[config.mk]
export PLATFORM = sky130hd
export DESIGN_NAME = hcbp_ram
export DESIGN_NICKNAME = d
export VERILOG_FILES = /design/src/rtl/huffman_code_bit_packer_defines.svh /design/src/rtl/hcbp_ram.sv
export SDC_FILE = /design/constraint.sdc
export NUM_CORES = 2
export LEC_CHECK = 0
export BUFFER_PORTS_ARGS = -buffer_cell sky130_fd_sc_hd__buf_4
export CORE_MARGIN = 2
export CORE_UTILIZATION = 25
export CTS_CLUSTER_SIZE = 8
export DETAILED_ROUTE_END_ITERATION = 10
export GPL_ROUTABILITY_DRIVEN = 0
export PLACE_DENSITY = 0.44
export SYNTH_ARGS = -nofsm -noshare
export SYNTH_HDL_FRONTEND = slang
export SYNTH_SLANG_ARGS = --single-unit
[constraint.sdc]
create_clock -name clk -period 3 [get_ports clk]
set_input_delay 0.6 -clock clk [delete_from_list [all_inputs] [get_ports clk]]
set_output_delay 0.6 -clock clk [all_outputs]
set_load 0.1 [all_outputs]
[src/rtl/huffman_code_bit_packer_defines.svh]
// Assertion macros for the Huffman code bit packer.
`ifndef HUFFMAN_CODE_BIT_PACKER_DEFINES_SVH
`define HUFFMAN_CODE_BIT_PACKER_DEFINES_SVH

`ifndef SYNTH

// Same-cycle implication, disabled in reset.
`define HCBP_ASSERT_NOW(label, clk, rst, ante, cons) \
  label: assert property (@(posedge clk) disable iff (rst) (ante) |-> (cons)) \
    else $error("hcbp check failed");

// Next-cycle implication, disabled in reset.
`define HCBP_ASSERT_NEXT(label, clk, rst, ante, cons) \
  label: assert property (@(posedge clk) disable iff (rst) (ante) |=> (cons)) \
    else $error("hcbp check failed");

`else

`define HCBP_ASSERT_NOW(label, clk, rst, ante, cons)
`define HCBP_ASSERT_NEXT(label, clk, rst, ante, cons)

`endif

`endif

[src/rtl/hcbp_ram.sv]
// Generic single-port RAM with registered read.
`timescale 1ns / 1ps

module hcbp_ram #(
  parameter int WIDTH = 8,
  parameter int DEPTH = 256
) (
  input  logic                     clk,
  input  logic                     we,
  input  logic [$clog2(DEPTH)-1:0] addr,
  input  logic [WIDTH-1:0]         wdata,
  output logic [WIDTH-1:0]         rdata
);

  logic [WIDTH-1:0] mem [DEPTH];

  always_ff @(posedge clk) begin
    if (we) begin
      mem[addr] <= wdata;
    end
    rdata <= mem[addr];
  end

endmodule

==> results.tsv <==
metric	value	unit
area leader, netlist	edfxtp_1	
clock network power share	45.9	%
Hold Fails Final Rpt	0	
worst vdd ir	0.456	mV
Crit Reg-Reg Endpoint	rdata[6]	
First DRT Iteration DRCs	3716	
Final Skew	0.0459	ns
TritonCTS clock tree	yes	
post-layout worst setup margin	0.0820	ns
Storage cell area	0.0617	mm^2
number of nets in the layout	4324	
min cycle time layout	2.92	ns
Fmax	0.343	GHz
post-DP HPWL	141000	um
DRT antenna net count	0	
hold endpoint	mem[184][6]	
critical path peak fanout	13	
drt drc	0	
Clock Tree Buf Depth	4	
combinational share of power	5.1	%
Port Buf Inserts	25	
Starting Density	25.1	%
mean post-synth cell area	22.1	um^2
drt via density	4.65	
hold_buf cts	0	
worst r2r path cells	6	
GRT Util Overall	13.9	%
die width	564	um
r2r setup slk	0.19	ns
pre-CTS setup slack	-1.12	ns
vias	39500	
Reg power frac	49.0	%
setup repair after global routing missed its margin	false	
routed len/inst	26.3	um
Pleak	30.4	nW
Required @ worst endpoint	3.80	ns
FP Rows	205	
Seq/Total Area, Yosys	78.6	%
Sw Ratio	21.1	%
post-synthesis register bit count	2056	
Async SR Flop Fraction	0	%
Worst EP arrival	3.72	ns
cell area after synthesis	0.0785	mm^2
commonest cells after routing, fill and taps aside	2048 x edfxtp_1, 578 x buf_4, 512 x mux4_2	
run status	completed	
Yosys cell types	22	
Worst Min Path Start	wdata[6]	
die area	0.318	mm^2
# fillers	29900	
share of layout cells above drive strength 1	35.3	%
largest net degree at the start of global routing	93	
final count of pins violating max slew	0	
Setup TNS	0	ns
die span in y	564	um
clk_lat worst skew	0.93	ns
Core Area	0.312	mm^2
Hold Path Depth	1	
clock root buffer	clkbuf_16	
first-pass GRT wire length	317000	um
CTS Sinks	2056	
Max-cap violations	0	
P&R area growth vs syn	23.6	%
H-tree depth	5	
CP startpoint kind	primary input	
actual slew at the worst max-slew pin	1.16	ns
Synth Instances	3547	
setup bufs post-CTS	0	
Ports	26	
clock transition at the registers of the reported paths	0.06	ns
Post-synth EDFFs	2048	
antenna violations before repair	11	
final setup vio count	0	
capturing element type of the critical path	register	
Reg-to-Reg Start	mem[190][6]	
worst min path class	primary input to register	
Final Cycle Share	97.3	%
PwrDens	668	mW/mm^2
internal power	51.2	mW
ys flop type	edfxtp_1	
area occupied by multi-input gates	0.0158	mm^2
Max-slew headroom	21.5	%
TritonCTS Buffers	308	
Crit Path Class	primary input to register	
commonest non-fill, non-tap cell in the layout	edfxtp_1	
DRT Wirelength	223000	um
First-pass DRT Iterations	5	
Remaining Overflow, GRT	0	
post-synth top area share	78.3	%
synthesized net count	3565	
number of global-route vias before repair	41200	
post-layout util	31.1	%
Yosys Warn Count	0	
top cells by area, synth	edfxtp_1 78%, mux4_2 15%, a22oi_1 2.4%, nor2_1 1.1%, a21oi_1 0.82%	
P_sw	13.7	mW
-- cells by family (layout without fill, tap and decap cells) --
logic type | count (synthesis) | count (layout) | share of synthesized area [%]
AOI/OAI and AO/OA | 416 | 416 | 3.62
buffers and inverters | 233 | 1032 | 1.40
DFF | 2056 | 2056 | 78.6
muxes | 512 | 512 | 14.7
other | 0 | 4 | 0
and+or+nand+nor | 330 | 330 | 1.73
-- layout make-up --
| type | count | area share [%] |
|---|---|---|
| diodes | 4 | 0.0103 |
| clock buffers | 339 | 8.11 |
| clock inverters | 11 | 0.0993 |
| inverters | 1 | 0.00387 |
| multi-input cells | 1258 | 16.3 |
| flip-flops and latches | 2056 | 63.6 |
| well taps | 4140 | 5.34 |
| repair buffers | 681 | 6.55 |
-- cell usage after synthesis (3+ instances only) --
cell type and instances:
buf_4 16, buf_2 36, a22oi_1 256, nand2_1 28, buf_6 16, edfxtp_1 2048, nor3_1 30, a21oi_1 128
nor2_1 232, clkbuf_1 145, nor2b_1 7, mux4_2 512, o41ai_1 32, buf_1 19, nand4_1 8, nand2b_1 6
dfxtp_1 8, nand3_1 13, and2_1 3
-- sequential cells by signal, indices dropped and copies added (netlist names) --
| signal | cells |
|---|---|
| rdata | 8 |
| mem | 2048 |
-- layer usage --
layer | routed length [um] | track usage [%] | vias to the layer above
li1 | - | - | 16500
met5 | 0 | 0 | -
met2 | 108000 | 22.6 | 1027
met1 | 99500 | 19.3 | 21600
met4 | 5060 | 3.63 | 0
met3 | 10400 | 2.16 | 339
-- worst max-delay path, stage by stage --
cell	delay [ns]
buf_8	0.20
buf_12	0.22
buf_12	0.19
buf_12	0.14
mux4_2	0.53
a22oi_1	0.21
a21oi_1	0.18
o41ai_1	1.06
buf_4	0.24
nand4_1	0.08
-- through the flow --
step / total power [mW] / instances / hold slack [ns] / area [um^2]
2_1_floorplan: 33.8 / 3547 / 0.699 / 78500
3_3_place_gp: 35.7 / 8136 / 0.981 / 89000
3_5_place_dp: 35.7 / 8136 / 0.984 / 89000
4_1_cts: 65.7 / 8486 / 0.00707 / 97000
5_1_grt: 66.9 / 8487 / 0.0223 / 97000
6_report: 64.9 / 8490 / 0.0564 / 97000
-- worst max-delay path by stage --
stage	start	endpoint	slack, ns	cells after the start
after floorplan	addr[1]	mem[111][0]	0.18	9
after global placement	addr[0]	rdata[4]	-1.13	9
after detailed placement	addr[0]	rdata[5]	-1.12	10
after CTS	addr[0]	rdata[6]	0.04	10
after global routing	addr[0]	rdata[3]	0.04	9
final	addr[0]	rdata[6]	0.08	10
-- timing repair --
item | 4_1_cts | 5_1_grt
endpoints found under the setup margin | 1 | 1
resized for setup | 2 | 1
hold endpoints to repair | 0 | 0
gates cloned | 0 | 0
-- power groups by stage --
stage / logic, mW / registers, mW / clock network (mW)
finish: 3.31 / 31.8 / 29.8
global route: 3.53 / 31.8 / 31.6
CTS: 3.40 / 31.8 / 30.5
detailed placement: 3.39 / 32.3 / 0
global placement: 3.38 / 32.3 / 0
floorplan: 1.41 / 32.4 / 0
Note: power is estimated with default switching activity, not from simulation.
